<file path="config.mk">
export PLATFORM = sky130hd
export DESIGN_NAME = recursive_monitor_lock_unit_top
export DESIGN_NICKNAME = d
export VERILOG_FILES = /design/src/design/rmlu_pkg.sv /design/src/design/rmlu_out_stage.sv /design/src/design/recursive_monitor_lock_unit_top.sv
export SDC_FILE = /design/constraint.sdc
export NUM_CORES = 2
export LEC_CHECK = 0
export ABC_CLOCK_PERIOD_IN_PS = 19100
export BUFFER_PORTS_ARGS = -buffer_cell sky130_fd_sc_hd__buf_2
export CAP_MARGIN = 10
export CORE_MARGIN = 10
export CORE_UTILIZATION = 55
export CTS_BUF_LIST = sky130_fd_sc_hd__clkbuf_4 sky130_fd_sc_hd__clkbuf_8
export CTS_CLUSTER_SIZE = 8
export DETAILED_ROUTE_END_ITERATION = 8
export GPL_ROUTABILITY_DRIVEN = 0
export HOLD_SLACK_MARGIN = 0.12
export PLACE_DENSITY = 0.77
export SLEW_MARGIN = 20
export SYNTH_ARGS = -nofsm -noshare
export SYNTH_HDL_FRONTEND = slang
export SYNTH_HIERARCHICAL = 1
export SYNTH_SLANG_ARGS = --single-unit
</file>
<file path="constraint.sdc">
create_clock -name clk -period 19.1 [get_ports clk]
set_input_delay 1.91 -clock clk [delete_from_list [all_inputs] [get_ports clk]]
set_output_delay 1.91 -clock clk [all_outputs]
set_load 0.05 [all_outputs]
</file>
<file path="src/design/rmlu_pkg.sv">
// ----------------------------------------------------------------------------
// rmlu_pkg
// shared types and codes of the recursive monitor lock unit
// ----------------------------------------------------------------------------
`default_nettype none

package rmlu_pkg;

    localparam int CMD_W   = 3;
    localparam int MON_W   = 6;
    localparam int THR_W   = 4;
    localparam int DEP_W   = 16;
    localparam int RES_W   = 4;
    localparam int STAMP_W = 16;

    // commands
    localparam logic [CMD_W-1:0] CMD_ENTER      = 3'd0;
    localparam logic [CMD_W-1:0] CMD_TRY_ENTER  = 3'd1;
    localparam logic [CMD_W-1:0] CMD_EXIT       = 3'd2;
    localparam logic [CMD_W-1:0] CMD_WAIT       = 3'd3;
    localparam logic [CMD_W-1:0] CMD_NOTIFY     = 3'd4;
    localparam logic [CMD_W-1:0] CMD_NOTIFY_ALL = 3'd5;
    localparam logic [CMD_W-1:0] CMD_TIMEOUT    = 3'd6;
    localparam logic [CMD_W-1:0] CMD_FORGET     = 3'd7;

    // result codes
    localparam logic [RES_W-1:0] RES_OWNED       = 4'd0;
    localparam logic [RES_W-1:0] RES_QUEUED      = 4'd1;
    localparam logic [RES_W-1:0] RES_BUSY        = 4'd2;
    localparam logic [RES_W-1:0] RES_DONE        = 4'd3;
    localparam logic [RES_W-1:0] RES_NOT_OWNER   = 4'd4;
    localparam logic [RES_W-1:0] RES_OVERFLOW    = 4'd5;
    localparam logic [RES_W-1:0] RES_HANDOFF     = 4'd6;
    localparam logic [RES_W-1:0] RES_CANCELLED   = 4'd7;
    localparam logic [RES_W-1:0] RES_TIMED_OUT   = 4'd8;
    localparam logic [RES_W-1:0] RES_THREAD_BUSY = 4'd9;
    localparam logic [RES_W-1:0] RES_REQUEUED    = 4'd10;

    // thread status
    localparam logic [1:0] ST_IDLE  = 2'd0;
    localparam logic [1:0] ST_PAUSE = 2'd1;
    localparam logic [1:0] ST_LOCK  = 2'd2;
    localparam logic [1:0] ST_REACQ = 2'd3;

    typedef struct packed {
        logic [CMD_W-1:0] command;
        logic [MON_W-1:0] monitor_index;
        logic [THR_W-1:0] thread_id;
    } in_word_t;

    typedef struct packed {
        logic [RES_W-1:0] event_res;
        logic [THR_W-1:0] event_thread;
        logic [DEP_W-1:0] depth;
        logic             last;
    } out_word_t;

    typedef struct packed {
        logic             held;
        logic [THR_W-1:0] owner;
        logic [DEP_W-1:0] depth;
    } mon_rec_t;

    typedef struct packed {
        logic [MON_W-1:0]   target;
        logic [STAMP_W-1:0] stamp;
        logic [DEP_W-1:0]   saved;
    } thr_rec_t;

    typedef struct packed {
        logic emit;
        logic finish;
    } emit_ctl_t;

endpackage

`default_nettype wire

</file>
<file path="src/design/rmlu_out_stage.sv">
// ----------------------------------------------------------------------------
// rmlu_out_stage
// one-deep look-behind plus output register; marks the final word of an item
// ----------------------------------------------------------------------------
`default_nettype none

module rmlu_out_stage
    import rmlu_pkg::*;
(
    input  wire logic      clk,
    input  wire logic      rst_n,
    input  wire emit_ctl_t ctl,
    input  wire out_word_t res,
    input  wire logic      evt_stall,
    output logic           evt_valid,
    output out_word_t      evt_word,
    output logic           ready
);

    logic      out_valid_reg;
    out_word_t out_word_reg;
    logic      pend_valid_reg;
    out_word_t pend_word_reg;
    logic      out_free;

    assign out_free = !out_valid_reg || !evt_stall;
    assign ready    = !pend_valid_reg || out_free;

    always_ff @(posedge clk or negedge rst_n)
    begin
        if (!rst_n)
        begin
            out_valid_reg  <= 1'b0;
            pend_valid_reg <= 1'b0;
        end
        else if (ctl.finish && ready)
        begin
            out_valid_reg  <= pend_valid_reg;
            pend_valid_reg <= 1'b0;
        end
        else if (ctl.emit && ready)
        begin
            out_valid_reg  <= pend_valid_reg || (out_valid_reg && evt_stall);
            pend_valid_reg <= 1'b1;
        end
        else if (out_valid_reg && !evt_stall)
        begin
            out_valid_reg <= 1'b0;
        end
    end

    always_ff @(posedge clk)
    begin
        if (ctl.finish && ready && pend_valid_reg)
        begin
            out_word_reg <= '{event_res:    pend_word_reg.event_res,
                              event_thread: pend_word_reg.event_thread,
                              depth:        pend_word_reg.depth,
                              last:         1'b1};
        end
        else if (ctl.emit && ready)
        begin
            if (pend_valid_reg)
            begin
                out_word_reg <= '{event_res:    pend_word_reg.event_res,
                                  event_thread: pend_word_reg.event_thread,
                                  depth:        pend_word_reg.depth,
                                  last:         1'b0};
            end
            pend_word_reg <= res;
        end
    end

    assign evt_valid = out_valid_reg;
    assign evt_word  = out_word_reg;

endmodule

`default_nettype wire

</file>
<file path="src/design/recursive_monitor_lock_unit_top.sv">
// ----------------------------------------------------------------------------
// recursive_monitor_lock_unit_top
// recursive monitor locks with wait / notify, fifo handoff by age stamps
// ----------------------------------------------------------------------------
// a plain command steps through the load, exec and fin states to its last word
// a grant search, notify or forget walks the thread table with a read and a
// check state per thread; notify_all repeats the walk per moved thread
// one command at a time; the thread table memory port sets the search time
// after reset a clearing pass zeroes the monitor table,
// cmd_stall stays high until it is done
// ----------------------------------------------------------------------------
`default_nettype none

module recursive_monitor_lock_unit_top
    import rmlu_pkg::*;
#(
    parameter int MONITORS  = 64,
    parameter int THREADS   = 16,
    parameter int MAX_DEPTH = 65535
)
(
    input  wire logic      clk,
    input  wire logic      rst_n,
    input  wire logic      cmd_valid,
    output logic           cmd_stall,
    input  wire in_word_t  cmd_word,
    output logic           evt_valid,
    input  wire logic      evt_stall,
    output out_word_t      evt_word
);

    localparam int MIW = (MONITORS > 1) ? $clog2(MONITORS) : 1;
    localparam int TIW = (THREADS > 1) ? $clog2(THREADS) : 1;

    // sequencer states
    localparam logic [3:0] S_CLEAR = 4'd0;
    localparam logic [3:0] S_IDLE  = 4'd1;
    localparam logic [3:0] S_LOAD  = 4'd2;
    localparam logic [3:0] S_LOAD2 = 4'd3;
    localparam logic [3:0] S_EXEC  = 4'd4;
    localparam logic [3:0] S_SRD   = 4'd5;
    localparam logic [3:0] S_SCK   = 4'd6;
    localparam logic [3:0] S_POST  = 4'd7;
    localparam logic [3:0] S_DONE  = 4'd8;
    localparam logic [3:0] S_FIN   = 4'd9;

    // scan modes
    localparam logic [1:0] SM_ACQ    = 2'd0;
    localparam logic [1:0] SM_PAUSE  = 2'd1;
    localparam logic [1:0] SM_FORGET = 2'd2;

    function automatic out_word_t mk_word(input logic [RES_W-1:0] r,
                                          input logic [THR_W-1:0] th,
                                          input logic [DEP_W-1:0] d);
        out_word_t w;
        w.event_res    = r;
        w.event_thread = th;
        w.depth        = d;
        w.last         = 1'b0;
        return w;
    endfunction

    // sequencer and item registers
    logic [3:0]         state_reg, state_next;
    logic [CMD_W-1:0]   cmd_reg, cmd_next;
    logic [MON_W-1:0]   mon_reg, mon_next;
    logic [THR_W-1:0]   thr_reg, thr_next;
    logic [MON_W-1:0]   cur_m_reg, cur_m_next;
    mon_rec_t           wrec_reg, wrec_next;
    logic               wb_reg, wb_next;
    logic [MIW-1:0]     clr_reg, clr_next;

    // scan of the thread table
    logic [TIW-1:0]     scan_reg, scan_next;
    logic [1:0]         mode_reg, mode_next;
    logic               best_valid_reg, best_valid_next;
    logic [TIW-1:0]     best_idx_reg, best_idx_next;
    logic [STAMP_W-1:0] best_age_reg, best_age_next;
    logic [DEP_W-1:0]   best_saved_reg, best_saved_next;
    logic               any_reg, any_next;

    // thread status in flops, stamp counter
    logic [1:0]         status_reg [THREADS];
    logic [1:0]         status_next [THREADS];
    logic [STAMP_W-1:0] stamp_reg, stamp_next;

    // monitor table: held / owner / depth
    mon_rec_t           mon_mem [MONITORS];
    mon_rec_t           mon_rdata_reg;
    logic [MIW-1:0]     mr_addr;
    logic               mw_en;
    logic [MIW-1:0]     mw_addr;
    mon_rec_t           mw_data;

    // thread table: target / stamp / saved depth
    thr_rec_t           thr_mem [THREADS];
    thr_rec_t           thr_rdata_reg;
    logic [TIW-1:0]     tr_addr;
    logic               tw_en;
    logic [TIW-1:0]     tw_addr;
    thr_rec_t           tw_data;

    // result path
    emit_ctl_t          ectl;
    out_word_t          eres;
    logic               go;

    logic               t_bad;
    logic               m_bad;
    logic               tgt_bad;
    logic [1:0]         st_t;
    logic               owner;
    logic [1:0]         st_s;
    logic [STAMP_W-1:0] age;
    logic               hit;

    assign cmd_stall = (state_reg != S_IDLE);

    assign t_bad   = 32'(thr_reg) >= 32'(THREADS);
    assign m_bad   = 32'(mon_reg) >= 32'(MONITORS);
    assign tgt_bad = 32'(thr_rdata_reg.target) >= 32'(MONITORS);
    assign st_t    = t_bad ? ST_IDLE : status_reg[TIW'(thr_reg)];
    assign owner   = wrec_reg.held && (wrec_reg.owner == thr_reg);
    assign st_s    = status_reg[scan_reg];
    assign age     = stamp_reg - thr_rdata_reg.stamp;
    assign hit     = (mode_reg == SM_PAUSE) ? (st_s == ST_PAUSE)
                                            : (st_s == ST_LOCK || st_s == ST_REACQ);

    always_comb
    begin
        state_next      = state_reg;
        cmd_next        = cmd_reg;
        mon_next        = mon_reg;
        thr_next        = thr_reg;
        cur_m_next      = cur_m_reg;
        wrec_next       = wrec_reg;
        wb_next         = wb_reg;
        clr_next        = clr_reg;
        scan_next       = scan_reg;
        mode_next       = mode_reg;
        best_valid_next = best_valid_reg;
        best_idx_next   = best_idx_reg;
        best_age_next   = best_age_reg;
        best_saved_next = best_saved_reg;
        any_next        = any_reg;
        status_next     = status_reg;
        stamp_next      = stamp_reg;
        mr_addr         = MIW'(mon_reg);
        mw_en           = 1'b0;
        mw_addr         = MIW'(cur_m_reg);
        mw_data         = wrec_reg;
        tr_addr         = TIW'(thr_reg);
        tw_en           = 1'b0;
        tw_addr         = TIW'(thr_reg);
        tw_data         = '{target: cur_m_reg, stamp: stamp_reg, saved: '0};
        ectl            = '0;
        eres            = '0;

        case (state_reg)
            S_CLEAR:
            begin
                mw_en    = 1'b1;
                mw_addr  = clr_reg;
                mw_data  = '0;
                clr_next = clr_reg + 1'b1;
                if (clr_reg == MIW'(MONITORS - 1))
                begin
                    state_next = S_IDLE;
                end
            end

            S_IDLE:
            begin
                mr_addr = MIW'(cmd_word.monitor_index);
                tr_addr = TIW'(cmd_word.thread_id);
                if (cmd_valid)
                begin
                    cmd_next   = cmd_word.command;
                    mon_next   = cmd_word.monitor_index;
                    thr_next   = cmd_word.thread_id;
                    wb_next    = 1'b0;
                    state_next = S_LOAD;
                end
            end

            S_LOAD:
            begin
                // a waiting thread's timeout goes to its own target monitor
                if (!t_bad && cmd_reg == CMD_TIMEOUT && st_t != ST_IDLE)
                begin
                    mr_addr = MIW'(thr_rdata_reg.target);
                end
                if (go)
                begin
                    if (t_bad)
                    begin
                        ectl.emit  = 1'b1;
                        eres       = mk_word(RES_THREAD_BUSY, thr_reg, '0);
                        state_next = S_FIN;
                    end
                    else if (cmd_reg == CMD_TIMEOUT)
                    begin
                        if (st_t != ST_IDLE)
                        begin
                            if (tgt_bad)
                            begin
                                status_next[TIW'(thr_reg)] = ST_IDLE;
                                ectl.emit  = 1'b1;
                                eres       = mk_word(RES_TIMED_OUT, thr_reg, '0);
                                state_next = S_FIN;
                            end
                            else
                            begin
                                cur_m_next = thr_rdata_reg.target;
                                state_next = S_LOAD2;
                            end
                        end
                        else
                        begin
                            ectl.emit  = 1'b1;
                            eres       = mk_word(RES_DONE, thr_reg,
                                                 m_bad ? '0 : mon_rdata_reg.depth);
                            state_next = S_FIN;
                        end
                    end
                    else if (m_bad)
                    begin
                        ectl.emit  = 1'b1;
                        eres       = mk_word(RES_BUSY, thr_reg, '0);
                        state_next = S_FIN;
                    end
                    else
                    begin
                        cur_m_next = mon_reg;
                        wrec_next  = mon_rdata_reg;
                        wb_next    = 1'b1;
                        state_next = S_EXEC;
                    end
                end
            end

            S_LOAD2:
            begin
                wrec_next  = mon_rdata_reg;
                wb_next    = 1'b1;
                state_next = S_EXEC;
            end

            S_EXEC:
            begin
                if (go)
                begin
                    state_next = S_FIN;
                    if (cmd_reg == CMD_TIMEOUT)
                    begin
                        case (st_t)
                            ST_LOCK:
                            begin
                                status_next[TIW'(thr_reg)] = ST_IDLE;
                                ectl.emit = 1'b1;
                                eres      = mk_word(RES_TIMED_OUT, thr_reg, wrec_reg.depth);
                            end
                            ST_PAUSE:
                            begin
                                tw_en         = 1'b1;
                                tw_data.saved = thr_rdata_reg.saved;
                                status_next[TIW'(thr_reg)] = ST_REACQ;
                                stamp_next    = stamp_reg + 1'b1;
                                ectl.emit     = 1'b1;
                                eres          = mk_word(RES_REQUEUED, thr_reg, wrec_reg.depth);
                                if (!wrec_reg.held)
                                begin
                                    mode_next       = SM_ACQ;
                                    scan_next       = '0;
                                    best_valid_next = 1'b0;
                                    state_next      = S_SRD;
                                end
                            end
                            ST_REACQ:
                            begin
                                ectl.emit = 1'b1;
                                eres      = mk_word(RES_QUEUED, thr_reg, wrec_reg.depth);
                            end
                            default:
                            begin
                                state_next = S_FIN;
                            end
                        endcase
                    end
                    else if (cmd_reg == CMD_FORGET)
                    begin
                        mode_next  = SM_FORGET;
                        scan_next  = '0;
                        any_next   = 1'b0;
                        state_next = S_SRD;
                    end
                    else if (st_t != ST_IDLE)
                    begin
                        ectl.emit = 1'b1;
                        eres      = mk_word(RES_THREAD_BUSY, thr_reg, wrec_reg.depth);
                    end
                    else if (cmd_reg == CMD_ENTER || cmd_reg == CMD_TRY_ENTER)
                    begin
                        if (owner)
                        begin
                            ectl.emit = 1'b1;
                            if (wrec_reg.depth >= DEP_W'(MAX_DEPTH))
                            begin
                                eres = mk_word(RES_OVERFLOW, thr_reg, wrec_reg.depth);
                            end
                            else
                            begin
                                wrec_next.depth = wrec_reg.depth + 1'b1;
                                eres = mk_word(RES_OWNED, thr_reg, wrec_reg.depth + 1'b1);
                            end
                        end
                        else
                        begin
                            mode_next       = SM_ACQ;
                            scan_next       = '0;
                            best_valid_next = 1'b0;
                            state_next      = S_SRD;
                        end
                    end
                    else if (cmd_reg == CMD_EXIT || cmd_reg == CMD_WAIT)
                    begin
                        ectl.emit = 1'b1;
                        if (!owner)
                        begin
                            eres = mk_word(RES_NOT_OWNER, thr_reg, wrec_reg.depth);
                        end
                        else if (cmd_reg == CMD_EXIT && wrec_reg.depth > DEP_W'(1))
                        begin
                            wrec_next.depth = wrec_reg.depth - 1'b1;
                            eres = mk_word(RES_DONE, thr_reg, wrec_reg.depth - 1'b1);
                        end
                        else
                        begin
                            // release, park the caller on wait, then look for a taker
                            if (cmd_reg == CMD_WAIT)
                            begin
                                tw_en         = 1'b1;
                                tw_data.saved = wrec_reg.depth;
                                status_next[TIW'(thr_reg)] = ST_PAUSE;
                                stamp_next    = stamp_reg + 1'b1;
                            end
                            wrec_next       = '0;
                            eres            = mk_word((cmd_reg == CMD_EXIT) ? RES_DONE
                                                                            : RES_QUEUED,
                                                      thr_reg, '0);
                            mode_next       = SM_ACQ;
                            scan_next       = '0;
                            best_valid_next = 1'b0;
                            state_next      = S_SRD;
                        end
                    end
                    else
                    begin
                        if (!owner)
                        begin
                            ectl.emit = 1'b1;
                            eres      = mk_word(RES_NOT_OWNER, thr_reg, wrec_reg.depth);
                        end
                        else
                        begin
                            mode_next       = SM_PAUSE;
                            scan_next       = '0;
                            best_valid_next = 1'b0;
                            state_next      = S_SRD;
                        end
                    end
                end
            end

            S_SRD:
            begin
                tr_addr    = scan_reg;
                state_next = S_SCK;
            end

            S_SCK:
            begin
                tr_addr = scan_reg;
                if (go)
                begin
                    if (mode_reg == SM_FORGET)
                    begin
                        if (st_s != ST_IDLE && thr_rdata_reg.target == cur_m_reg)
                        begin
                            status_next[scan_reg] = ST_IDLE;
                            any_next  = 1'b1;
                            ectl.emit = 1'b1;
                            eres      = mk_word(RES_CANCELLED, THR_W'(scan_reg), '0);
                        end
                    end
                    else if (hit && thr_rdata_reg.target == cur_m_reg &&
                             (!best_valid_reg || age > best_age_reg))
                    begin
                        best_valid_next = 1'b1;
                        best_idx_next   = scan_reg;
                        best_age_next   = age;
                        best_saved_next = thr_rdata_reg.saved;
                    end
                    if (scan_reg == TIW'(THREADS - 1))
                    begin
                        state_next = S_POST;
                    end
                    else
                    begin
                        scan_next  = scan_reg + 1'b1;
                        state_next = S_SRD;
                    end
                end
            end

            S_POST:
            begin
                if (go)
                begin
                    state_next = S_FIN;
                    case (cmd_reg)
                        CMD_ENTER, CMD_TRY_ENTER:
                        begin
                            ectl.emit = 1'b1;
                            if (!wrec_reg.held && !best_valid_reg)
                            begin
                                wrec_next = '{held: 1'b1, owner: thr_reg, depth: DEP_W'(1)};
                                eres      = mk_word(RES_OWNED, thr_reg, DEP_W'(1));
                            end
                            else if (cmd_reg == CMD_ENTER)
                            begin
                                tw_en         = 1'b1;
                                tw_data.saved = DEP_W'(1);
                                status_next[TIW'(thr_reg)] = ST_LOCK;
                                stamp_next    = stamp_reg + 1'b1;
                                eres = mk_word(RES_QUEUED, thr_reg, wrec_reg.depth);
                            end
                            else
                            begin
                                eres = mk_word(RES_BUSY, thr_reg, wrec_reg.depth);
                            end
                        end
                        CMD_NOTIFY, CMD_NOTIFY_ALL:
                        begin
                            ectl.emit = 1'b1;
                            if (best_valid_reg)
                            begin
                                tw_en         = 1'b1;
                                tw_addr       = best_idx_reg;
                                tw_data.saved = best_saved_reg;
                                status_next[best_idx_reg] = ST_REACQ;
                                stamp_next    = stamp_reg + 1'b1;
                                eres = mk_word(RES_REQUEUED, THR_W'(best_idx_reg),
                                               wrec_reg.depth);
                                if (cmd_reg == CMD_NOTIFY)
                                begin
                                    state_next = S_DONE;
                                end
                                else
                                begin
                                    scan_next       = '0;
                                    best_valid_next = 1'b0;
                                    state_next      = S_SRD;
                                end
                            end
                            else
                            begin
                                eres = mk_word(RES_DONE, thr_reg, wrec_reg.depth);
                            end
                        end
                        CMD_FORGET:
                        begin
                            wrec_next = '0;
                            if (!any_reg)
                            begin
                                ectl.emit = 1'b1;
                                eres      = mk_word(RES_DONE, thr_reg, '0);
                            end
                        end
                        default:
                        begin
                            // exit, wait, timeout: hand the lock to the oldest taker
                            if (best_valid_reg)
                            begin
                                wrec_next = '{held: 1'b1, owner: THR_W'(best_idx_reg),
                                              depth: best_saved_reg};
                                status_next[best_idx_reg] = ST_IDLE;
                                ectl.emit = 1'b1;
                                eres = mk_word(RES_HANDOFF, THR_W'(best_idx_reg),
                                               best_saved_reg);
                            end
                        end
                    endcase
                end
            end

            S_DONE:
            begin
                if (go)
                begin
                    ectl.emit  = 1'b1;
                    eres       = mk_word(RES_DONE, thr_reg, wrec_reg.depth);
                    state_next = S_FIN;
                end
            end

            S_FIN:
            begin
                if (go)
                begin
                    ectl.finish = 1'b1;
                    mw_en       = wb_reg;
                    state_next  = S_IDLE;
                end
            end

            default:
            begin
                state_next = S_IDLE;
            end
        endcase
    end

    always_ff @(posedge clk or negedge rst_n)
    begin
        if (!rst_n)
        begin
            state_reg      <= S_CLEAR;
            clr_reg        <= '0;
            wb_reg         <= 1'b0;
            stamp_reg      <= '0;
            best_valid_reg <= 1'b0;
            any_reg        <= 1'b0;
            for (int i = 0; i < THREADS; i++)
            begin
                status_reg[i] <= ST_IDLE;
            end
        end
        else
        begin
            state_reg      <= state_next;
            clr_reg        <= clr_next;
            wb_reg         <= wb_next;
            stamp_reg      <= stamp_next;
            best_valid_reg <= best_valid_next;
            any_reg        <= any_next;
            status_reg     <= status_next;
        end
    end

    // item payload and scan bookkeeping
    always_ff @(posedge clk)
    begin
        cmd_reg        <= cmd_next;
        mon_reg        <= mon_next;
        thr_reg        <= thr_next;
        cur_m_reg      <= cur_m_next;
        wrec_reg       <= wrec_next;
        scan_reg       <= scan_next;
        mode_reg       <= mode_next;
        best_idx_reg   <= best_idx_next;
        best_age_reg   <= best_age_next;
        best_saved_reg <= best_saved_next;
    end

    // monitor table memory, one read and one write port
    always_ff @(posedge clk)
    begin
        if (mw_en)
        begin
            mon_mem[mw_addr] <= mw_data;
        end
        mon_rdata_reg <= mon_mem[mr_addr];
    end

    // thread table memory
    always_ff @(posedge clk)
    begin
        if (tw_en)
        begin
            thr_mem[tw_addr] <= tw_data;
        end
        thr_rdata_reg <= thr_mem[tr_addr];
    end

    rmlu_out_stage u_out
    (
        .clk       (clk),
        .rst_n     (rst_n),
        .ctl       (ectl),
        .res       (eres),
        .evt_stall (evt_stall),
        .evt_valid (evt_valid),
        .evt_word  (evt_word),
        .ready     (go)
    );

    // an accepted word always moves to the table read
    a_accept_load: assert property (@(posedge clk) disable iff (!rst_n)
        (cmd_valid && !cmd_stall) |=> (state_reg == S_LOAD))
        else $error("accepted word did not start a table read");

    // a released monitor is written back with zero depth
    a_free_depth: assert property (@(posedge clk) disable iff (!rst_n)
        (mw_en && !mw_data.held) |-> (mw_data.depth == '0))
        else $error("free monitor written with nonzero depth");

    // the stamp counter moves only on an enqueue
    a_stamp_enq: assert property (@(posedge clk) disable iff (!rst_n)
        !tw_en |=> $stable(stamp_reg))
        else $error("stamp counter moved without an enqueue");

    // the thread scan never runs past the table
    a_scan_range: assert property (@(posedge clk) disable iff (!rst_n)
        (state_reg == S_SRD || state_reg == S_SCK) |-> (32'(scan_reg) < 32'(THREADS)))
        else $error("thread scan out of range");

endmodule

`default_nettype wire
</file>
Yosys cells after proc, flatten, opt, wreduce, memory -nomap -nowiden
Memories as Yosys holds them, arrays and structs flattened. A register that Yosys moved wholly into a read port is not among the register bits.
Index checks and enable logic that the tools add are counted.
Storage, ports and cells
  memory bits (writable): 1952
  memories kept: 2
  input bits: 17
  register bits: 194
  word-level logic and storage cells: 492
  output and inout bits: 27
Memory list
  mon_mem: words 64, bits a word 21, rd ports 1, clocked after memory_dff 1, wr ports 1, line recursive_monitor_lock_unit_top.sv:88  | mon_rec_t mon_mem [MONITORS];
  thr_mem: words 16, bits a word 38, rd ports 1, clocked after memory_dff 1, wr ports 1, line recursive_monitor_lock_unit_top.sv:96  | thr_rec_t thr_mem [THREADS];
Cells by class
  bitwise gates (word level): 19
  mux-type cells: 261
  $lt $le $gt $ge: 9
  add/subtract/negate cells: 6
  reduce and logical (&&, ||, !) cells: 62
  equal/unequal tests: 90
Operator list (number)
  $mux W32: 17
  $mux W16: 30
  $mux W25: 13
  $mux W21: 12
  $mux W24: 8
  $pmux W32 S3: 2
  $mux W4: 46
  $pmux W25 S3: 2
  $mux W23: 6
  $pmux W16 S2: 4
  $pmux W25 S5: 1
  $and A32 B32 Y32: 3
  $not A32 Y32: 3
  $pmux W21 S4: 1
  $mux W1: 74
  $or A32 B32 Y32: 2
  $pmux W32 S2: 1
  $pmux W21 S3: 1
  $ne A3 B3 Y1 const B: 20
  $reduce_and A15 Y1: 3
  $ne A2 B2 Y1 const B: 22
  $mux W2: 20
  $pmux W4 S10: 1
  $add A16 B1 Y16 const B: 2
  59 further kinds: 153

Logic depth before layout (Yosys ltp)
  word-level depth: 17
  mapped depth: 19
  mapped depth without buffers: 19

Modules after synthesis
The synthesis kept the hierarchy.
By module, submodules not included
  recursive_monitor_lock_unit_top: seq. area each 63786.2 um^2, cells each 6482, times used 1, area an instance 89367.0 um^2
  rmlu_out_stage: seq. area each 1511.4 um^2, cells each 88, times used 1, area an instance 1808.0 um^2

Worst setup path after synthesis
No wires, ideal clock.
  path kind: register to register
  from: register stamp_reg[0]
  to: register best_age_reg[0], enable pin
  path buffers: 0
  arrival: 6.002 ns
  setup time: 0.474 ns
  path slack: 12.624 ns
  stages on the path, launching flop included: 19
  path through: dfrtp_1 inv_1 ha_1 fa_1 nor2b_1 o21a_1 nor2_1 o21bai_1 a31oi_1 o211ai_1 a2111oi_0 or4_1 ha_1 o21ai_0 nand3b_1 nand3_1 nor3_1 o21ai_0 nor3_1
On the way
  word-level cells in the longest chain between the ends: 5
Ends and longest elaborated chain
  start, declared: line recursive_monitor_lock_unit_top.sv:85  | logic [STAMP_W-1:0] stamp_reg, stamp_next;
  start signal, assigned: line recursive_monitor_lock_unit_top.sv:544  | stamp_reg <= stamp_next;
  $sub A16 B16 Y16: line recursive_monitor_lock_unit_top.sv:125  | assign age = stamp_reg - thr_rdata_reg.stamp;
  named net age[14]: line recursive_monitor_lock_unit_top.sv:114  | logic [STAMP_W-1:0] age;
  $gt A16 B16 Y1: line recursive_monitor_lock_unit_top.sv:397  | (!best_valid_reg || age > best_age_reg))
  $logic_or A1 B1 Y1: line recursive_monitor_lock_unit_top.sv:397
  $logic_and A1 B1 Y1: line recursive_monitor_lock_unit_top.sv:396  | else if (hit && thr_rdata_reg.target == cur_m_reg &&
  $reduce_and A4 Y1 (no source line)
  end signal, assigned: line recursive_monitor_lock_unit_top.sv:562  | best_age_reg <= best_age_next;
  end, declared: line recursive_monitor_lock_unit_top.sv:78  | logic [STAMP_W-1:0] best_age_reg, best_age_next;
The timed path passes the listed nets, and every way through them passes these cells.
A chain may end at the register's enable or synchronous reset.

Worst setup path in the final report
  from: register thr_reg[0]
  to: register mon_rdata_reg[20] (netlist name)
On the way
  word-level cells in the longest chain between the ends: 8
Ends and longest elaborated chain
  start, declared: line recursive_monitor_lock_unit_top.sv:67  | logic [THR_W-1:0] thr_reg, thr_next;
  start signal, assigned: line recursive_monitor_lock_unit_top.sv:556  | thr_reg <= thr_next;
  $not A4 Y5 (implied by the code): line recursive_monitor_lock_unit_top.sv:122  | assign st_t = t_bad ? ST_IDLE : status_reg[TIW'(thr_reg)];
  $bmux W2 S4: line recursive_monitor_lock_unit_top.sv:122
  $mux W2 (implied by the code) (2 in series): line recursive_monitor_lock_unit_top.sv:122
  $reduce_bool A2 Y1: line recursive_monitor_lock_unit_top.sv:189  | if (!t_bad && cmd_reg == CMD_TIMEOUT && st_t != ST_IDLE)
  $logic_and A1 B1 Y1: line recursive_monitor_lock_unit_top.sv:189
  $mux W6: line recursive_monitor_lock_unit_top.sv:189
  $pmux W6 S2: line recursive_monitor_lock_unit_top.sv:159  | case (state_reg)
Every way passes these cells. The select of a mux whose other input is x is not followed.

==> qor.txt <==
Total CTS buffers = 349
Final setup viols = 0
Switching share of total power = 37.8%
Via density = 6.56
Routed WL = 252000 µm
Synthesis-to-finish area growth = 10.7%
Number of global-route vias before repair = 57.5k
Worst Path Class, Setup = reg2reg
Outcome = finished, violations left
Flop pwr share = 40.6%
Final core occ = 61.3%
CP endpoint kind = flip-flop
Per-cell routed wire length = 27.7 µm
Total clock sinks = 2205
Post-DP HPWL = 139000 µm
Worst-margin pin slew = 1.19 ns
Post-route ant nets = 0
Failing checks = design-rule violations
Starting DRT DRC Count = 9199
CTS clk-pin slew, worst paths = 0.06 ns
Die area = 182000 µm²
# hold bufs at CTS = 0
Hold WS = 0.436 ns
Max-cap violations = 0
Drt drc = 7
Slew HR = 19.9%
Site Rows = 149
Largest stage delay, worst path = 0.91 ns
Gr ovfl total = 0
Clock Skew = 0.0679 ns
Syn Inst Count = 6569
Internal power = 0.00981 W
DR vias = 59.7k
Overall Global Routing Usage = 26.9%
Largest net degree at the start of global routing = 196
Max Slew Vio Count = 0
Worst Path Max Fanout = 51
Die H = 427 µm
Ratio of cells with drive above 1 in the final layout = 13.7%
Period minus WS final = 8.25 ns
Fillcell total = 11.8k
Setup Buffers After CTS = 0
Lkg Pwr = 35.4 nW
Power Total = 0.0158 W
CP startpoint kind = flip-flop
Worst skew pair latency = 1.07 ns
# resized after CTS = 0
Arr. time, crit path = 9.13 ns
Average cell area after synthesis = 13.9 µm²
I/O Buffers = 43
Io pins = 44
VDD IR max = 0.124 mV
CTS tree = yes
Final hold vios = 0
Nets = 6757
RSZ-0062 raised after global routing = no
Core area = 165000 µm²
Critical Path Most Common Cell = buf_4
Register area = 65300 µm²
Fin area = 101000 µm²
H-tree depth = 5
Post-Syn Area = 91200 µm²
Comb power frac = 34.8%
Post-placement cell area = 94400 µm²
Largest register FFs = 1344
Area of the multi-input gates = 24700 µm²
Switching power = 0.00595 W
Synthesis Warnings = 6
Initial Util = 55.3%
Drt pass-1 iters = 9
Critical Path, Cell by Cell = buf_4 -> mux4_2 -> mux4_2 -> inv_1 -> ha_1 -> clkinv_1 -> a31oi_2 -> a221o_4 -> buf_4 -> buf_4 -> mux2i_1 -> o22ai_1 -> or4_1 -> a2bb2oi_1 -> o311ai_1
First-pass GRT wire length = 369000 µm
CTS root buffer = clkbuf_8
Die width = 427 µm
R2R Setup Slk = 10.85 ns
Initial antenna violation count = 5
Ratio of final minimum period to clock period = 43.2%
Synthesized Nets = 6633
Setup TNS = 0 ns
Power Density = 156 nW/µm²
Clock share of power = 24.6%
CP required = 19.98 ns
Fmax = 0.121 GHz
Hold crit path type = reg2reg
Slowest CP cell = a221o_4
Buffer depth of the longest clock path = 4
[per-stage QoR]
| step | worst slack, ns | std cells |
|---|---|---|
| floorplan | 12.62 | 6569 |
| global placement | 11.32 | 8531 |
| detailed placement | 11.11 | 8531 |
| CTS | 11.03 | 9101 |
| global route | 10.67 | 9105 |
| finish | 10.85 | 9107 |
[final cells by class]
class	count	share of cell area, %
well taps	2189	2.71
inverters	60	0.223
diodes	6	0.0149
multi-input cells	3874	24.4
clock inverters	34	0.245
flip-flops and latches	2205	64.7
repair buffers	203	1.43
clock buffers	536	6.27
[layer usage]
layer	vias up	global-route usage (%)	share of wire (%)
met3	827	7.50	14
met4	4	11.8	4.8
met1	29200	36.5	37
met5	-	0.661	0.067
li1	25300	-	-
met2	4402	40.8	45
[final timing paths]
kind / start / cells past startpoint / to
hold reg to reg: thr_rdata_reg[9] / 0 / best_saved_reg[9]
setup / recovery: thr_reg[0] / 15 / mon_rdata_reg[20]
min in group asynchronous: rst_n / 1 / asynchronous set/reset pin
max in group asynchronous: rst_n / 1 / stamp_reg[12]
hold / removal: thr_rdata_reg[9] / 0 / best_saved_reg[9]
setup reg to reg: thr_reg[0] / 15 / mon_rdata_reg[20]
[power by group through the flow]
stage	Clock [W]	Combinational, W	Sequential (W)
floorplan	0	0.00350	0.00636
global placement	0	0.00517	0.00646
detailed placement	0	0.00530	0.00648
CTS	0.00390	0.00532	0.00638
global route	0.00412	0.00574	0.00640
finish	0.00388	0.00548	0.00640
[cells in the final DEF (no fill, tap or decap), drive strengths merged, types with 10 or more instances in the layout]
cell,instances
o311ai,23
dfxtp,60
o22ai,285
and2,39
nand4,35
edfxtp,2082
o31ai,31
nand2b,16
o21a,14
clkbuf,536
a221oi,13
buf,203
a22oi,34
nand3,322
clkinv,28
dfrtp,63
mux4,20
xnor2,48
ha,46
a2bb2oi,20
a211oi,10
nor2b,35
and3,140
a311oi,114
or3,20
inv,60
mux2i,520
nor2,197
a21oi,175
nor3,46
a21o,11
o21ai,174
o221ai,10
nor4,31
nand2,1166
a31oi,94
or4,44
o32a,12
xor2,25
a221o,18
[critical path, delay by kind of cell (launching register included)]
kind | cells | cell delay [ns]
buffers and inverters | 5 | 2.62
AOI/OAI and AO/OA | 5 | 2.28
muxes | 3 | 1.44
and+or+nand+nor | 1 | 0.69
adders and majority gates | 1 | 0.54
DFF | 1 | 0.32
No activity file was read; power rests on OpenSTA's default activity.
